<file path="src/i2c_mwa_pkg.sv">
// Shared types, codes and constants of the I2C multi-master write arbiter.
package i2c_mwa_pkg;

  // Buffer geometry.
  localparam int MAX_BYTES = 16;
  localparam int BCNT_W    = $clog2(MAX_BYTES + 1);
  localparam int BADDR_W   = (MAX_BYTES > 1) ? $clog2(MAX_BYTES) : 1;

  // Stream payload widths.
  localparam int IN_DATA_W  = 24;
  localparam int IN_USER_W  = 2;
  localparam int OUT_DATA_W = 16;

  // Input item kinds.
  localparam logic [1:0] OP_LOAD  = 2'd0;
  localparam logic [1:0] OP_START = 2'd1;
  localparam logic [1:0] OP_TICK  = 2'd2;

  // Completion status codes.
  localparam logic [1:0] ST_OK        = 2'd0;
  localparam logic [1:0] ST_NACK      = 2'd1;
  localparam logic [1:0] ST_EXHAUSTED = 2'd2;

  // Configuration register indexes.
  localparam logic CFG_RETRY_LIMIT = 1'b0;
  localparam logic CFG_HALF_PERIOD = 1'b1;

  // Configuration reset values.
  localparam logic [7:0]  RETRY_LIMIT_RESET = 8'd3;
  localparam logic [15:0] HALF_PERIOD_RESET = 16'd100;

  // Bus sequencer phases, one-hot.
  typedef enum logic [13:0] {
    PH_IDLE      = 14'b00000000000001,
    PH_CHECK     = 14'b00000000000010,
    PH_START     = 14'b00000000000100,
    PH_START_LOW = 14'b00000000001000,
    PH_SETUP     = 14'b00000000010000,
    PH_HIGH      = 14'b00000000100000,
    PH_LOW       = 14'b00000001000000,
    PH_ACK_SETUP = 14'b00000010000000,
    PH_ACK_HIGH  = 14'b00000100000000,
    PH_ACK_LOW   = 14'b00001000000000,
    PH_STOP_A    = 14'b00010000000000,
    PH_STOP_B    = 14'b00100000000000,
    PH_STOP_C    = 14'b01000000000000,
    PH_BACKOFF   = 14'b10000000000000
  } phase_t;

  // One input item.
  typedef struct packed {
    logic [1:0] opcode;
    logic [7:0] data_byte;
    logic [6:0] target_address;
    logic       sda_level;
    logic       scl_level;
  } item_t;

  // One configuration write.
  typedef struct packed {
    logic        wr;
    logic        index;
    logic [15:0] data;
  } cfg_wr_t;

  // One result item.
  typedef struct packed {
    logic       sda_release;
    logic       scl_release;
    logic       busy_res;
    logic       done_res;
    logic [1:0] status;
    logic [7:0] retries_used;
    logic       arb_loss;
  } res_t;

endpackage

</file>
<file path="src/i2c_multi_master_write_arbiter.sv">
// I2C multi-master write arbiter: sequencer plus output skid buffer.
// A result reaches m_axis through the output register, passing first through the skid register while m_axis stalls.
// Throughput: one item per cycle while the skid register is empty; the state update for an item is single-pass logic.
// A two-entry output buffer keeps s_axis_tready high while one result waits.
// Reset (rst, synchronous): sequencer idle, buffer empty, registers at 3 and 100.
// Configuration writes are always accepted and take effect on the next cycle.
module i2c_multi_master_write_arbiter (
  input  logic                               clk,
  input  logic                               rst,
  input  logic                               s_axis_tvalid,
  output logic                               s_axis_tready,
  // data_byte[7:0], target_address[14:8], sda_level[15], scl_level[16], zero[23:17]
  input  logic [i2c_mwa_pkg::IN_DATA_W-1:0]  s_axis_tdata,
  // opcode[1:0]
  input  logic [i2c_mwa_pkg::IN_USER_W-1:0]  s_axis_tuser,
  output logic                               m_axis_tvalid,
  input  logic                               m_axis_tready,
  // sda_release[0], scl_release[1], busy_res[2], done_res[3], status[5:4],
  // retries_used[13:6], arb_loss[14], zero[15]
  output logic [i2c_mwa_pkg::OUT_DATA_W-1:0] m_axis_tdata,
  input  logic                               cfg_valid,
  output logic                               cfg_ready,
  input  logic                               cfg_index,
  input  logic [15:0]                        cfg_data
);
  import i2c_mwa_pkg::*;

  item_t   item;
  cfg_wr_t cfg;
  res_t    core_res;
  res_t    out_res;
  logic    in_fire;

  assign cfg_ready = 1'b1;
  assign in_fire   = s_axis_tvalid && s_axis_tready;

  // Unpack the input transfer.
  assign item.opcode         = s_axis_tuser;
  assign item.data_byte      = s_axis_tdata[7:0];
  assign item.target_address = s_axis_tdata[14:8];
  assign item.sda_level      = s_axis_tdata[15];
  assign item.scl_level      = s_axis_tdata[16];

  assign cfg.wr    = cfg_valid && cfg_ready;
  assign cfg.index = cfg_index;
  assign cfg.data  = cfg_data;

  i2c_mwa_core u_core (
    .clk     (clk),
    .rst     (rst),
    .in_fire (in_fire),
    .item    (item),
    .cfg     (cfg),
    .res     (core_res)
  );

  i2c_mwa_skid u_skid (
    .clk       (clk),
    .rst       (rst),
    .in_valid  (s_axis_tvalid),
    .in_ready  (s_axis_tready),
    .in_res    (core_res),
    .out_valid (m_axis_tvalid),
    .out_ready (m_axis_tready),
    .out_res   (out_res)
  );

  // Pack the result transfer.
  assign m_axis_tdata = {1'b0, out_res.arb_loss, out_res.retries_used, out_res.status,
                         out_res.done_res, out_res.busy_res, out_res.scl_release,
                         out_res.sda_release};

endmodule

</file>
<file path="src/i2c_mwa_core.sv">
// Bus sequencer: state registers, byte buffer and per-item next-state logic.
module i2c_mwa_core (
  input  logic                  clk,
  input  logic                  rst,
  input  logic                  in_fire,
  input  i2c_mwa_pkg::item_t    item,
  input  i2c_mwa_pkg::cfg_wr_t  cfg,
  output i2c_mwa_pkg::res_t     res
);
  import i2c_mwa_pkg::*;

  // Configuration registers.
  logic [7:0]  retry_limit;
  logic [15:0] half_period_ticks;

  // Sequencer state.
  phase_t              phase, phase_next;
  logic [7:0]          byte_store [MAX_BYTES];
  logic [BCNT_W-1:0]   byte_count, byte_count_next;
  logic [BCNT_W-1:0]   byte_index, byte_index_next;
  logic [2:0]          bit_index, bit_index_next;
  logic [7:0]          shift_byte, shift_byte_next;
  logic [6:0]          address_reg, address_reg_next;
  logic [15:0]         delay_count, delay_count_next;
  logic [7:0]          retries_done, retries_done_next;
  logic                nack_seen, nack_seen_next;

  logic                store_wr;
  logic [BADDR_W-1:0]  rd_addr;
  logic [7:0]          rd_byte;
  logic [15:0]         hp;
  logic                stretchy;
  logic                done_p;
  logic [1:0]          status_p;
  logic                arb_p;
  logic                bit_out;

  assign hp       = (half_period_ticks == 16'd0) ? 16'd1 : half_period_ticks;
  assign stretchy = (phase == PH_HIGH) || (phase == PH_ACK_HIGH) || (phase == PH_STOP_B);
  assign rd_addr  = BADDR_W'(byte_index - BCNT_W'(1));
  assign rd_byte  = byte_store[rd_addr];

  // Next-state logic for one accepted item.
  always_comb begin
    phase_next        = phase;
    byte_count_next   = byte_count;
    byte_index_next   = byte_index;
    bit_index_next    = bit_index;
    shift_byte_next   = shift_byte;
    address_reg_next  = address_reg;
    delay_count_next  = delay_count;
    retries_done_next = retries_done;
    nack_seen_next    = nack_seen;
    store_wr          = 1'b0;
    done_p            = 1'b0;
    status_p          = ST_OK;
    arb_p             = 1'b0;

    case (item.opcode)
      OP_LOAD: begin
        if (phase == PH_IDLE && byte_count < BCNT_W'(MAX_BYTES)) begin
          store_wr        = 1'b1;
          byte_count_next = byte_count + BCNT_W'(1);
        end
      end
      OP_START: begin
        if (phase == PH_IDLE) begin
          address_reg_next  = item.target_address;
          retries_done_next = 8'd0;
          byte_index_next   = '0;
          bit_index_next    = 3'd7;
          nack_seen_next    = 1'b0;
          if (retry_limit == 8'd0) begin
            phase_next       = PH_IDLE;
            delay_count_next = 16'd0;
            byte_count_next  = '0;
            done_p           = 1'b1;
            status_p         = ST_EXHAUSTED;
          end else begin
            phase_next       = PH_CHECK;
            delay_count_next = 16'd0;
          end
        end
      end
      OP_TICK: begin
        if (phase != PH_IDLE) begin
          if (stretchy && !item.scl_level) begin
            delay_count_next = 16'd0;
          end else if ({1'b0, delay_count} + 17'd1 < {1'b0, hp}) begin
            delay_count_next = delay_count + 16'd1;
          end else begin
            delay_count_next = 16'd0;
            unique case (phase)
              PH_CHECK: begin
                if (item.sda_level && item.scl_level) begin
                  phase_next = PH_START;
                end else begin
                  retries_done_next = retries_done + 8'd1;
                  if (retries_done_next >= retry_limit) begin
                    phase_next      = PH_IDLE;
                    byte_count_next = '0;
                    done_p          = 1'b1;
                    status_p        = ST_EXHAUSTED;
                  end else begin
                    phase_next = PH_CHECK;
                  end
                end
              end
              PH_START: phase_next = PH_START_LOW;
              PH_START_LOW: begin
                byte_index_next = '0;
                shift_byte_next = {address_reg, 1'b0};
                bit_index_next  = 3'd7;
                phase_next      = PH_SETUP;
              end
              PH_SETUP: phase_next = PH_HIGH;
              PH_HIGH: begin
                // A released one that reads back low means another master won.
                if (shift_byte[bit_index] && !item.sda_level) begin
                  retries_done_next = retries_done + 8'd1;
                  arb_p             = 1'b1;
                  phase_next        = PH_BACKOFF;
                end else begin
                  phase_next = PH_LOW;
                end
              end
              PH_LOW: begin
                if (bit_index == 3'd0) begin
                  phase_next = PH_ACK_SETUP;
                end else begin
                  bit_index_next = bit_index - 3'd1;
                  phase_next     = PH_SETUP;
                end
              end
              PH_ACK_SETUP: phase_next = PH_ACK_HIGH;
              PH_ACK_HIGH: begin
                nack_seen_next = item.sda_level;
                if (!item.sda_level) begin
                  byte_index_next = byte_index + BCNT_W'(1);
                end
                phase_next = PH_ACK_LOW;
              end
              PH_ACK_LOW: begin
                if (nack_seen || byte_index > byte_count || byte_index == '0 ||
                    byte_index > BCNT_W'(MAX_BYTES)) begin
                  phase_next = PH_STOP_A;
                end else begin
                  shift_byte_next = rd_byte;
                  bit_index_next  = 3'd7;
                  phase_next      = PH_SETUP;
                end
              end
              PH_STOP_A: phase_next = PH_STOP_B;
              PH_STOP_B: phase_next = PH_STOP_C;
              PH_STOP_C: begin
                phase_next      = PH_IDLE;
                byte_count_next = '0;
                done_p          = 1'b1;
                status_p        = nack_seen ? ST_NACK : ST_OK;
              end
              PH_BACKOFF: begin
                if (retries_done >= retry_limit) begin
                  phase_next      = PH_IDLE;
                  byte_count_next = '0;
                  done_p          = 1'b1;
                  status_p        = ST_EXHAUSTED;
                end else begin
                  phase_next = PH_CHECK;
                end
              end
              PH_IDLE: phase_next = PH_IDLE;
              default: phase_next = PH_IDLE;
            endcase
          end
        end
      end
      default: begin
      end
    endcase
  end

  // Line drive and status for the state left by the item.
  assign bit_out = shift_byte_next[bit_index_next];

  always_comb begin
    res.sda_release = 1'b1;
    res.scl_release = 1'b1;
    unique case (phase_next)
      PH_START:     begin res.sda_release = 1'b0;    res.scl_release = 1'b1; end
      PH_START_LOW: begin res.sda_release = 1'b0;    res.scl_release = 1'b0; end
      PH_SETUP:     begin res.sda_release = bit_out; res.scl_release = 1'b0; end
      PH_HIGH:      begin res.sda_release = bit_out; res.scl_release = 1'b1; end
      PH_LOW:       begin res.sda_release = bit_out; res.scl_release = 1'b0; end
      PH_ACK_SETUP: begin res.sda_release = 1'b1;    res.scl_release = 1'b0; end
      PH_ACK_LOW:   begin res.sda_release = 1'b1;    res.scl_release = 1'b0; end
      PH_STOP_A:    begin res.sda_release = 1'b0;    res.scl_release = 1'b0; end
      PH_STOP_B:    begin res.sda_release = 1'b0;    res.scl_release = 1'b1; end
      default:      begin res.sda_release = 1'b1;    res.scl_release = 1'b1; end
    endcase
    res.busy_res     = (phase_next != PH_IDLE);
    res.done_res     = done_p;
    res.status       = done_p ? status_p : ST_OK;
    res.retries_used = retries_done_next;
    res.arb_loss     = arb_p;
  end

  // Control and configuration registers.
  always_ff @(posedge clk) begin
    if (rst) begin
      retry_limit       <= RETRY_LIMIT_RESET;
      half_period_ticks <= HALF_PERIOD_RESET;
      phase             <= PH_IDLE;
      byte_count        <= '0;
      byte_index        <= '0;
      bit_index         <= 3'd7;
      shift_byte        <= 8'd0;
      address_reg       <= 7'd0;
      delay_count       <= 16'd0;
      retries_done      <= 8'd0;
      nack_seen         <= 1'b0;
    end else begin
      if (cfg.wr) begin
        unique case (cfg.index)
          CFG_RETRY_LIMIT: retry_limit       <= cfg.data[7:0];
          CFG_HALF_PERIOD: half_period_ticks <= cfg.data;
          default: begin
          end
        endcase
      end
      if (in_fire) begin
        phase        <= phase_next;
        byte_count   <= byte_count_next;
        byte_index   <= byte_index_next;
        bit_index    <= bit_index_next;
        shift_byte   <= shift_byte_next;
        address_reg  <= address_reg_next;
        delay_count  <= delay_count_next;
        retries_done <= retries_done_next;
        nack_seen    <= nack_seen_next;
      end
    end
  end

  // Byte buffer, written by load items only.
  always_ff @(posedge clk) begin
    if (in_fire && store_wr) begin
      byte_store[BADDR_W'(byte_count)] <= item.data_byte;
    end
  end

endmodule

</file>
<file path="src/i2c_mwa_skid.sv">
// Result register with a skid stage so input transfers continue under back-pressure.
module i2c_mwa_skid (
  input  logic               clk,
  input  logic               rst,
  input  logic               in_valid,
  output logic               in_ready,
  input  i2c_mwa_pkg::res_t  in_res,
  output logic               out_valid,
  input  logic               out_ready,
  output i2c_mwa_pkg::res_t  out_res
);
  import i2c_mwa_pkg::*;

  logic skid_valid;
  res_t skid_res;
  logic in_fire;

  assign in_ready = !skid_valid;
  assign in_fire  = in_valid && in_ready;

  // Valid flags.
  always_ff @(posedge clk) begin
    if (rst) begin
      out_valid  <= 1'b0;
      skid_valid <= 1'b0;
    end else if (!out_valid || out_ready) begin
      out_valid  <= skid_valid || in_fire;
      skid_valid <= 1'b0;
    end else if (in_fire) begin
      skid_valid <= 1'b1;
    end
  end

  // Payload registers.
  always_ff @(posedge clk) begin
    if (!out_valid || out_ready) begin
      out_res <= skid_valid ? skid_res : in_res;
    end else if (in_fire) begin
      skid_res <= in_res;
    end
  end

endmodule

</file>
<file path="config.mk">
export PLATFORM = sky130hd
export DESIGN_NAME = i2c_multi_master_write_arbiter
export DESIGN_NICKNAME = d
export VERILOG_FILES = /design/src/i2c_mwa_pkg.sv /design/src/i2c_multi_master_write_arbiter.sv /design/src/i2c_mwa_core.sv /design/src/i2c_mwa_skid.sv
export SDC_FILE = /design/constraint.sdc
export NUM_CORES = 1
export LEC_CHECK = 0
export BUFFER_PORTS_ARGS = -buffer_cell sky130_fd_sc_hd__buf_2
export CELL_PAD_IN_SITES_DETAIL_PLACEMENT = 1
export CELL_PAD_IN_SITES_GLOBAL_PLACEMENT = 1
export CORE_ASPECT_RATIO = 1.1
export CORE_MARGIN = 4
export CORE_UTILIZATION = 45
export CTS_CLUSTER_SIZE = 30
export DETAILED_ROUTE_END_ITERATION = 12
export PLACE_DENSITY_LB_ADDON = 0.1
export REMOVE_ABC_BUFFERS = 1
export SYNTH_ARGS = -nofsm -noshare
export SYNTH_HDL_FRONTEND = slang
export SYNTH_SLANG_ARGS = --single-unit
</file>
<file path="constraint.sdc">
create_clock -name clk -period 6.6 [get_ports clk]
set_input_delay 1.32 -clock clk [delete_from_list [all_inputs] [get_ports clk]]
set_output_delay 1.32 -clock clk [all_outputs]
set_load 0.01 [all_outputs]
</file>
==> results of run 1 <==
## logic make-up (layout without fill, tap and decap cells)
kind of cell             count (synthesis)  count (layout)  share of synthesized area [%]
AO/OA/AOI/OAI                          234             234                           11.7
XOR/XNOR                                32              32                           2.18
adder cells (fa/ha/maj)                 50              50                           4.86
buffers and inverters                  112             172                           3.54
flip-flops                             251             251                           51.4
multiplexers                            66              66                           9.39
other                                    2               2                         0.0584
AND/OR/NAND/NOR                        449             449                           16.9
## worst paths after layout
kind / from / endpoint / slack, ns
setup / recovery: u_core.delay_count[0] / u_skid.out_res[13] / 0.72
hold / removal: u_core.address_reg[2] / u_core.address_reg[2] / 0.46
setup reg to reg: u_core.delay_count[0] / u_skid.out_res[13] / 0.72
hold reg to reg: u_core.address_reg[2] / u_core.address_reg[2] / 0.46
## tightest hold or removal path: cells and delay by family (launching register included)
family,cells,cell delay (ns)
and+or+nand+nor,1,0.05
DFF,1,0.31
AOI/OAI and AO/OA,1,0.05
## metrics by stage
stage	power [W]	hold slack (ns)	instances
floorplan	0.00201	0.426	1129
global placement	0.00215	0.440	1570
detailed placement	0.00216	0.450	1570
CTS	0.00365	0.457	1619
global route	0.00375	0.479	1619
finish	0.00360	0.455	1619
## cell usage after synthesis (all sizes together), types with 4 or more instances
| cell | count |
|---|---|
| nor3b | 5 |
| o211ai | 14 |
| clkbuf | 54 |
| nand2 | 148 |
| o31ai | 7 |
| mux2i | 10 |
| nor4b | 5 |
| nor2b | 8 |
| a22oi | 13 |
| nor4 | 12 |
| and2 | 8 |
| o21ai | 56 |
| a2111oi | 4 |
| mux2 | 14 |
| a31oi | 6 |
| buf | 13 |
| a2bb2oi | 9 |
| a21o | 9 |
| inv | 44 |
| or4 | 5 |
| a21boi | 4 |
| nand4 | 17 |
| dfxtp | 93 |
| nor2 | 121 |
| nand3 | 28 |
| or2 | 4 |
| mux4 | 42 |
| edfxtp | 158 |
| xor2 | 20 |
| or3 | 7 |
| and3 | 13 |
| xnor2 | 12 |
| nor3 | 36 |
| nand2b | 7 |
| ha | 50 |
| a211oi | 12 |
| a21oi | 76 |
| nand3b | 14 |
## area by class of cell
class                   count  area share (%)
clock buffers              31            4.88
clock inverters            18            1.12
inverters                  45            1.18
multi-input cells         833            40.6
flip-flops and latches    251            46.0
well taps                 363            3.16
repair buffers             78            3.09
## power by group through the flow
stage                     Sequential [W]  Combinational (W)  Clock, W
after floorplan                  0.00177           0.000239         0
after global placement           0.00177           0.000381         0
after detailed placement         0.00177           0.000390         0
after CTS                        0.00173           0.000392   0.00153
after global routing             0.00174           0.000430   0.00159
final                            0.00173           0.000386   0.00148
## layer usage
layer,vias to the layer above,part of all wire [%],wire (um),GRT usage [%]
li1,4508,-,-,-
met1,4686,43,14400,27.5
met2,163,51,17200,39.0
met3,62,3.9,1310,2.95
met4,2,2.7,902,6.15
met5,-,0.038,13,0
==> metrics.md, run 1 <==
| Metric | Value |
|---|---|
| Max Cap Viol | 0 |
| RSZ-0062 raised after global routing | no |
| Worst-Skew Late Latency | 0.56 ns |
| Internal Pwr Total | 0.00270 W |
| Die H | 185 um |
| Psw | 0.000898 W |
| IO Pins | 67 |
| Fin util | 51.2% |
| WS Path Type | reg2reg |
| Flops & latches, synth | 251 |
| Core area | 28000 sq um |
| Area grow syn2layout | 11.6% |
| Initial core utilization | a little under half |
| Nets | 1334 |
| CTS clock-pin slew for the worst setup and hold paths | 0.06 ns |
| Synthesized area | ~13000 sq um |
| Clk root buf | clkbuf_16 |
| Post-DP Area | approximately 13000 sq um |
| Cts-stage hold buffer count | 0 |
| Routed Antenna Nets | 0 |
| Worst vdd ir | 0.236 mV |
| Critical path cell sequence | ha_1 > and3_1 > and3_1 > and3_1 > and3_1 > nand3_1 > nor2_1 > xor2_1 > ha_1 > nand3_1 > nor3_1 > nand4_1 > and3_1 > a21boi_4 > o21ai_0 > buf_4 > o2bb2ai_1 > nor3_2 > nand2_1 > or4_4 > a21o_1 > mux2_4 |
| Critical path endpoint category | register |
| Post-CTS Setup Repair Bufs | 0 |
| DRT Pass-1 Iters | 5 |
| Total Neg Setup Slack | 0 ns |
| Port buffer count | 57 |
| Comb pwr share | about a tenth |
| Crit path max fanout | 12 |
| CP Depth | 22 |
| GRT overflow | 0 |
| DRC Markers | 0 |
| Asr flop ratio synth | 0% |
| Vias | around 9400 |
| TritonCTS Buffers | 27 |
| Synth cell types | 79 |
| Avg Cell Area, Syn | 10.8 sq um |
| Leak Pwr | 5.20 nW |
| Max Root-Sink Buffers | 3 |
| Max incr delay on CP | 0.54 ns |
| DR WL/cell | 20.9 um |
| Post-Route WL | 33.8 mm |
| Area of the die | ~31000 sq um |
| Crit-path slowest cell | or4_4 |
| Crit path max-delay family | simple AND/OR/NAND/NOR gates |
| Dominant synthesized flop cell | edfxtp_1 |
| Multi-input gate area | approximately 5800 sq um |
| CP startpoint kind | register |
| Register area | 6610 sq um |
| Synthesized instance count | 1196 |
| CTS tree | built |
| Routability Congestion | 0.872 |
| Largest net degree at the start of global routing | 49 |
| Cell Rows | 64 |
| GRT Resource Usage Total | a little over a fifth |
| Final hold violations | 0 |
| Final Instance Area | approximately 14000 sq um |
| Post-synth top area cell | edfxtp_1 |
| Reg2Reg Depth | 22 |
| Number of global-route vias before repair | 9875 |
| Layout cells sized above 1 | 16.1% |
| Status | finished clean |
| Worst-Margin Slew | 0.940 ns |
| Yosys warns | 0 |
| Most common cell after layout, fill and taps aside | edfxtp_1 |
| Final Skew | 0.0214 ns |
| First-pass GRT wire length | 54.6 mm |
| Post-synth EDFFs | about 160 |
| Synth top area share | 36.9% |
| Worst Hold Class | reg2reg |
| Tcrit/Tclk final | 89.1% |
| Most frequent cells in the layout | 158 x edfxtp_1, 148 x nand2_1, 120 x nor2_1 |
| Critical Path RT | roughly 6.9 ns |
| Fmax | 170 MHz |
| Min Tclk post-route | 5.88 ns |
| CP dominant cell by count | and3_1 |
| Largest cells by area after synthesis | edfxtp_1 37%, dfxtp_1 14%, mux4_2 7.4%, ha_1 4.9%, nand2_1 4.3% |
| CTS Sinks | 251 |
| Largest reg by FF count | u_core.byte_store |
| Slew Limit Fails | 0 |
| WHS Path Cells | 2 |
| Detailed placement HPWL | 24.2 mm |
| Post-CTS sizing | 0 |
| Reg power frac | 48.2% |
| Filler cells | a little over 3000 |
| H-tree levels | 1 |
| Antenna diodes | 0 |
| Vias per inst | 5.82 |
| Clock group share of total power | 41.1% |
| Final Setup Violations | 0 |
| Max FFs per register | about 130 |
| Proportion of synthesized chip area in sequential cells | between 50% and 60% |
| DP Worst Slack | 0.591 ns |
| Top flop regs | u_core.byte_store (128), u_core.delay_count (16), u_core.half_period_ticks (16) |
| DR iter-0 viols | 506 |
| Critical path buffers and inverters | 1 |
| Max_slew headroom | 37.1% |
| Final worst slack | roughly 0.7 ns |
| Sw frac | 25.0% |
| Pwr/cell area | 250 nW/um^2 |
| Worst path arrival time | between 6 and 7 ns |
| Initial antenna violation count | 1 |
| Die Wd | 169 um |
No activity file was read; power rests on OpenSTA's default activity.
==> inputs of run 2 (changes only) <==
==> constraint.sdc (replaced) <==
create_clock -name clk -period 5.5 [get_ports clk]
set_input_delay 1.1 -clock clk [delete_from_list [all_inputs] [get_ports clk]]
set_output_delay 1.1 -clock clk [all_outputs]
set_load 0.01 [all_outputs]
==> metrics.md, run 2 (same netlist as run 1, synthesis figures left out) <==
| Metric | Value |
|---|---|
| Worst-Margin Slew | 0.939 ns (-0.00111 ns) |
| Worst r2r src | u_core.delay_count[1] |
| Critical path buffers and inverters | 1 (unchanged) |
| Max Root-Sink Buffers | 3 (unchanged) |
| Area of the die | 31400 sq um (unchanged) |
| R2r endpoint | u_skid.out_res[13] |
| CTS clock-pin slew for the worst setup and hold paths | 0.06 ns (about the same) |
| Max Cap Viol | 0 (unchanged) |
| Most common cell after layout, fill and taps aside | edfxtp_1 |
| IO Pins | 67 (unchanged) |
| Detailed placement HPWL | 24.7 mm (+2.3%) |
| WS Path Type | reg2reg |
| Critical path origin | u_core.delay_count[1] |
| Clk root buf | clkbuf_16 |
| DR WL/cell | 21.1 um (+0.74%) |
| Vias | 9486 (+0.69%) |
| Nets | 1348 (+1.0%) |
| Total Neg Setup Slack | 0 ns (unchanged) |
| Vias per inst | 5.80 (-0.30%) |
| Port buffer count | 57 (unchanged) |
| Tcrit/Tclk final | 93.9% (+4.8 points) |
| Die Wd | 169 um (unchanged) |
| Crit path max fanout | 8 (-4) |
| Leak Pwr | 5.35 nW (+2.9%) |
| Worst Hold Class | reg2reg |
| Largest reg by FF count | u_core.byte_store |
| DP Worst Slack | 0.0423 ns (-0.549 ns) |
| Worst path arrival time | 5.45 ns (-0.72 ns) |
| Fin util | 52.2% (+0.94 points) |
| DR iter-0 viols | 861 (+70%) |
| Area grow syn2layout | 13.7% |
| H-tree levels | 1 (unchanged) |
| Routed Antenna Nets | 0 (unchanged) |
| Final Setup Violations | 0 (unchanged) |
| GRT overflow | 0 (unchanged) |
| RSZ-0062 raised after global routing | no |
| Initial core utilization | 45.9% (unchanged) |
| CTS tree | built |
| Pwr/cell area | 308 nW/um^2 (+23%) |
| Final hold violations | 0 (unchanged) |
| Slew Limit Fails | 0 (unchanged) |
| DRC Markers | 0 (unchanged) |
| CP dominant cell by count | and3_1 |
| CP Depth | 22 (unchanged) |
| Final Skew | 0.0173 ns (-0.00412 ns) |
| Worst-Skew Late Latency | 0.55 ns (about the same) |
| Critical path cell sequence | and3_1 > and3_1 > and3_1 > and3_1 > and3_1 > nand3_2 > nor2_2 > xor2_1 > ha_1 > nand3_1 > nor3_1 > a2111oi_1 > buf_4 > and2_1 > a21boi_4 > nand4_1 > o211ai_1 > nor2_2 > nand2_1 > or4_4 > a21o_1 > mux2_4 |
| Crit path to | u_skid.out_res[13] |
| Critical path endpoint category | register |
| Largest net degree at the start of global routing | 43 (-12%) |
| Most frequent cells in the layout | 158 x edfxtp_1, 147 x nand2_1, 117 x nor2_1 |
| Post-Route WL | 34.4 mm (+1.7%) |
| Max incr delay on CP | 0.57 ns (+0.03 ns) |
| Top flop regs | u_core.byte_store (128), u_core.delay_count (16), u_core.half_period_ticks (16) |
| Routability Congestion | 0.947 (+8.6%) |
| Initial antenna violation count | 0 (-1) |
| Fmax | 194 MHz (+14%) |
| DRT Pass-1 Iters | 5 (unchanged) |
| Die H | 185 um (unchanged) |
| Reg2Reg Depth | 22 (unchanged) |
| Min Tclk post-route | 5.16 ns (-0.717 ns) |
| Crit-path slowest cell | or4_4 |
| CP startpoint kind | register |
| Number of global-route vias before repair | 9860 (-0.15%) |
| Final worst slack | 0.337 ns (-0.383 ns) |
| Layout cells sized above 1 | 18.3% (+2.2 points) |
| Cell Rows | 64 (unchanged) |
| Max FFs per register | 128 (unchanged) |
| First-pass GRT wire length | 55.6 mm (+1.9%) |
| Status | finished clean |
| Antenna diodes | 0 (unchanged) |
| Crit path max-delay family | simple AND/OR/NAND/NOR gates |
| TritonCTS Buffers | 28 (+3.7%) |
| Max_slew headroom | 37.1% (about the same) |
| CTS Sinks | 251 (unchanged) |
| Worst vdd ir | 0.302 mV (+28%) |
| Critical Path RT | 5.79 ns (-1.10 ns) |
| Core area | 28000 sq um (unchanged) |
| Reg2Reg Setup Slack | 0.34 ns (-0.38 ns) |
| GRT Resource Usage Total | 22.1% (+0.41 points) |
## run 2: worst min-delay path by stage
stage                               start                     to  slack, ns  cells after the start
floorplan           u_core.address_reg[0]  u_core.address_reg[0]       0.43                      2
global placement    u_core.address_reg[6]  u_core.address_reg[6]       0.44                      2
detailed placement  u_core.address_reg[1]  u_core.address_reg[1]       0.45                      2
CTS                 u_core.address_reg[1]  u_core.address_reg[1]       0.46                      2
global route        u_core.address_reg[6]  u_core.address_reg[6]       0.49                      2
finish              u_core.address_reg[1]  u_core.address_reg[1]       0.45                      2
## run 2: worst min-delay path: stages, from the launching register on
cell	delay [ns]
dfxtp_1	0.31
nand2_1	0.05
a21oi_1	0.05
## run 2: metal layers
layer	part of all wire, %	GRT usage, %	wire (um)
met4	2.4	5.54	838
met1	44	29.5	15200
met2	50	38.7	17100
met3	3.9	2.60	1350
met5	0	0	0
## run 2: final cells by class
| cell class | count | area (sq um) |
|---|---|---|
| repair buffers | 91 | 541 |
| flip-flops and latches | 251 | 6610 |
| multi-input cells | 833 | 5870 |
| well taps | 363 | 454 |
| clock inverters | 12 | 154 |
| fillers | 3038 | 13400 |
| clock buffers | 40 | 818 |
| inverters | 45 | 169 |
## run 2: where the power goes
group | leakage [nW] | internal, W | switching, W
registers | 2.21 | 0.00204 | 0.0000407
logic | 2.66 | 0.000191 | 0.000279
clock network | 0.481 | 0.00118 | 0.000772
## run 2: repair_timing
| action | CTS | global route |
|---|---|---|
| pin swaps | 0 | 6 |
| hold buffers | 0 | 0 |
| setup buffers | 0 | 3 |
| endpoints found under the setup margin | 1 | 4 |
| gates resized for setup | 1 | 16 |
## run 2: stage by stage
| step | std cells | power [W] | hold WS, ns | instance area [sq um] |
|---|---|---|---|---|
| 2_1_floorplan | 1129 | 0.00241 | 0.426 | 12600 |
| 3_3_place_gp | 1580 | 0.00258 | 0.439 | 13600 |
| 3_5_place_dp | 1580 | 0.00259 | 0.447 | 13600 |
| 4_1_cts | 1632 | 0.00455 | 0.456 | 14500 |
| 5_1_grt | 1635 | 0.00470 | 0.493 | 14600 |
| 6_report | 1635 | 0.00450 | 0.452 | 14600 |
==> inputs of run 3 (changes only) <==
--- a/config.mk
+++ b/config.mk
@@ -13,7 +13,7 @@
 export CORE_UTILIZATION = 45
 export CTS_CLUSTER_SIZE = 30
 export DETAILED_ROUTE_END_ITERATION = 12
-export PLACE_DENSITY_LB_ADDON = 0.1
+export PLACE_DENSITY = 0.75
 export REMOVE_ABC_BUFFERS = 1
 export SYNTH_ARGS = -nofsm -noshare
 export SYNTH_HDL_FRONTEND = slang
==> metrics.md, run 3 (same netlist as run 1, synthesis figures left out) <==
| Metric | Value |
|---|---|
| CTS clock-pin slew for the worst setup and hold paths | 0.07 ns (about the same) |
| Layout cells sized above 1 | 18.5% (+0.17 points) |
| Port buffer count | 57 (unchanged) |
| Most frequent cells in the layout | 158 x edfxtp_1, 148 x nand2_1, 120 x nor2_1 |
| Area grow syn2layout | 14.7% |
| Clock group share of total power | 42.4% (-0.9 points) |
| Register area | 6610 sq um (about the same) |
| Cts-stage hold buffer count | 0 (unchanged) |
| Max Cap Viol | 0 (unchanged) |
| Reg2Reg Setup Slack | 0.34 ns (about the same) |
| Die Wd | 169 um (unchanged) |
| Clk root buf | clkbuf_16 |
| Worst path arrival time | 5.46 ns (about the same) |
| Top flop regs | u_core.byte_store (128), u_core.delay_count (16), u_core.half_period_ticks (16) |
| Filler cells | 3045 (+0.23%) |
| GRT Resource Usage Total | 22.5% (+0.43 points) |
| Hold Startpoint | u_core.address_reg[4] |
| CP startpoint kind | register |
| Worst-Margin Slew | 0.974 ns (+0.0347 ns) |
| Final Skew | 0.0165 ns (-0.000743 ns) |
| DRT Pass-1 Iters | 7 (+2) |
| Largest net degree at the start of global routing | 79 (+84%) |
| Pwr/cell area | 303 nW/um^2 (-1.6%) |
| Multi-input gate area | 5840 sq um (-0.60%) |
| CP dominant cell by count | and3_1 |
| Hold endpoint | u_core.address_reg[4] |
| TritonCTS Buffers | 27 (-3.6%) |
| DRC Markers | 0 (unchanged) |
| Max incr delay on CP | 0.52 ns (-0.05 ns) |
| Routed Antenna Nets | 0 (unchanged) |
| Final worst slack | 0.339 ns (+0.00130 ns) |
| Most common cell after layout, fill and taps aside | edfxtp_1 |
| CTS Sinks | 251 (unchanged) |
| Met1 wire length | 14.7 mm (-3.1%) |
| Tcrit/Tclk final | 93.8% (about the same) |
| Fmax | 194 MHz (about the same) |
| Largest reg by FF count | u_core.byte_store |
| Total Neg Setup Slack | 0 ns (unchanged) |
| Critical path endpoint category | register |
| Highest metal used | met4 |
| GRT overflow | 0 (unchanged) |
| Area of the die | 31400 sq um (unchanged) |
| Nets | 1375 (+2.0%) |
| Status | finished clean |
| Vias | 9723 (+2.5%) |
| Slew Limit Fails | 0 (unchanged) |
| Crit-path slowest cell | or4_4 |
| Die H | 185 um (unchanged) |
| Worst vdd ir | 0.280 mV (-7.2%) |
| IO Pins | 67 (unchanged) |
| DR iter-0 viols | 593 (-31%) |
| Comb pwr share | 11.1% (+0.7 points) |
| Crit path max fanout | 6 (-2) |
| Final Setup Violations | 0 (unchanged) |
| Post-Route WL | 35.4 mm (+2.8%) |
| WS Path Type | reg2reg |
| Detailed placement HPWL | 25.6 mm (+3.7%) |
| Met3 routed WL | 1.40 mm (+3.6%) |
| Number of global-route vias before repair | 10300 (+4.5%) |
| Min Tclk post-route | 5.16 ns (-0.00130 ns) |
| Sw frac | 24.3% (about the same) |
| PnR Total Power | 0.00447 W (-0.70%) |
| WHS Path Cells | 2 (unchanged) |
| Worst Hold Class | reg2reg |
| RSZ-0062 raised after global routing | no |
| Critical path cell sequence | ha_1 > and3_1 > and3_1 > and3_1 > and3_1 > nand3_1 > nor2_1 > xor2_1 > ha_1 > nand3_1 > nor3_4 > nand4_1 > and3_1 > a21boi_4 > buf_4 > nand3_1 > buf_4 > a2bb2oi_1 > o21ai_1 > nand2_1 > or4_4 > a21o_1 > mux2_4 |
| Core area | 28000 sq um (unchanged) |
| DR WL/cell | 21.3 um (+1.2%) |
| Internal Pwr Total | 0.00338 W (-0.72%) |
| DP Worst Slack | 0.187 ns (+0.145 ns) |
| Routability Congestion | 0.935 (-1.3%) |
| Final hold violations | 0 (unchanged) |
| Worst r2r src | u_core.delay_count[1] |
| Worst-Skew Late Latency | 0.55 ns (about the same) |
| Initial antenna violation count | 0 (unchanged) |
| Reg power frac | 46.5% (+0.3 points) |
| Max_slew headroom | 34.8% (-2.2 points) |
| Initial core utilization | 45.9% (unchanged) |
| Psw | 0.00109 W (-0.65%) |
| CTS tree | built |
| R2r endpoint | u_skid.out_res[13] |
| Antenna diodes | 0 (unchanged) |
| H-tree levels | 1 (unchanged) |
| Reg2Reg Depth | 23 (+4.5%) |
| Max FFs per register | 128 (unchanged) |
| DR WL met2 | 18.0 mm (+5.6%) |
| Max Root-Sink Buffers | 3 (unchanged) |
| First-pass GRT wire length | 56.8 mm (+2.1%) |
| Critical Path RT | 5.79 ns (about the same) |
| Vias per inst | 5.85 (+0.89%) |
| Cell Rows | 64 (unchanged) |
| Leak Pwr | 5.43 nW (+1.4%) |
run 3: worst max-delay path by stage:
stage | from | cells after the start | to | slack, ns
final | u_core.delay_count[1] | 23 | u_skid.out_res[13] | 0.34
after global routing | u_core.delay_count[2] | 23 | u_skid.out_res[13] | 0.02
after global placement | u_core.delay_count[0] | 23 | u_skid.out_res[13] | 0.29
after CTS | u_core.delay_count[1] | 23 | u_skid.out_res[13] | 0.16
after detailed placement | u_core.delay_count[1] | 23 | u_skid.out_res[13] | 0.19
after floorplan | u_core.delay_count[0] | 21 | u_skid.out_res[13] | 0.30
run 3: stage by stage:
| stage | util, % | hold slack (ns) | cells | area (sq um) |
|---|---|---|---|---|
| final | 52.6 | 0.461 | 1661 | 14700 |
| after global routing | 52.6 | 0.499 | 1661 | 14700 |
| after CTS | 52.4 | 0.459 | 1659 | 14700 |
| after detailed placement | 49.1 | 0.452 | 1609 | 13800 |
| after global placement | 49.1 | 0.440 | 1609 | 13800 |
| after floorplan | - | 0.426 | 1129 | 12600 |
run 3: worst max-delay path, delay by kind of cell (launching register included):
family	cells	cell delay, ns
multiplexers	1	0.25
XOR/XNOR	1	0.09
adder cells (fa/ha/maj)	2	0.48
AO/OA/AOI/OAI	4	0.74
AND/OR/NAND/NOR	13	2.62
flip-flops	1	0.36
buffers and inverters	2	0.37
run 3: power groups by stage:
stage / logic [W] / registers [W] / clock network [W]
final: 0.000495 / 0.00208 / 0.00189
after global routing: 0.000547 / 0.00208 / 0.00202
after CTS: 0.000496 / 0.00208 / 0.00194
after detailed placement: 0.000493 / 0.00212 / 0
after global placement: 0.000473 / 0.00212 / 0
after floorplan: 0.000287 / 0.00212 / 0
run 3: final cells by class:
type | instances | share of cell area [%]
multi-input cells | 833 | 39.6
repair buffers | 119 | 5.09
well taps | 363 | 3.08
clock buffers | 32 | 4.71
clock inverters | 18 | 1.56
flip-flops and latches | 251 | 44.8
inverters | 45 | 1.15
run 3: routing by layer:
| metal | up-vias | GRT usage, % |
|---|---|---|
| met1 | 4839 | 27.8 |
| met5 | - | 0 |
| met2 | 208 | 41.0 |
| li1 | 4597 | - |
| met4 | 0 | 7.70 |
| met3 | 79 | 2.65 |
run 3: timing repair:
action,CTS,global route
buffers inserted,0,2
endpoints found under the setup margin,0,3
resized for setup,0,6
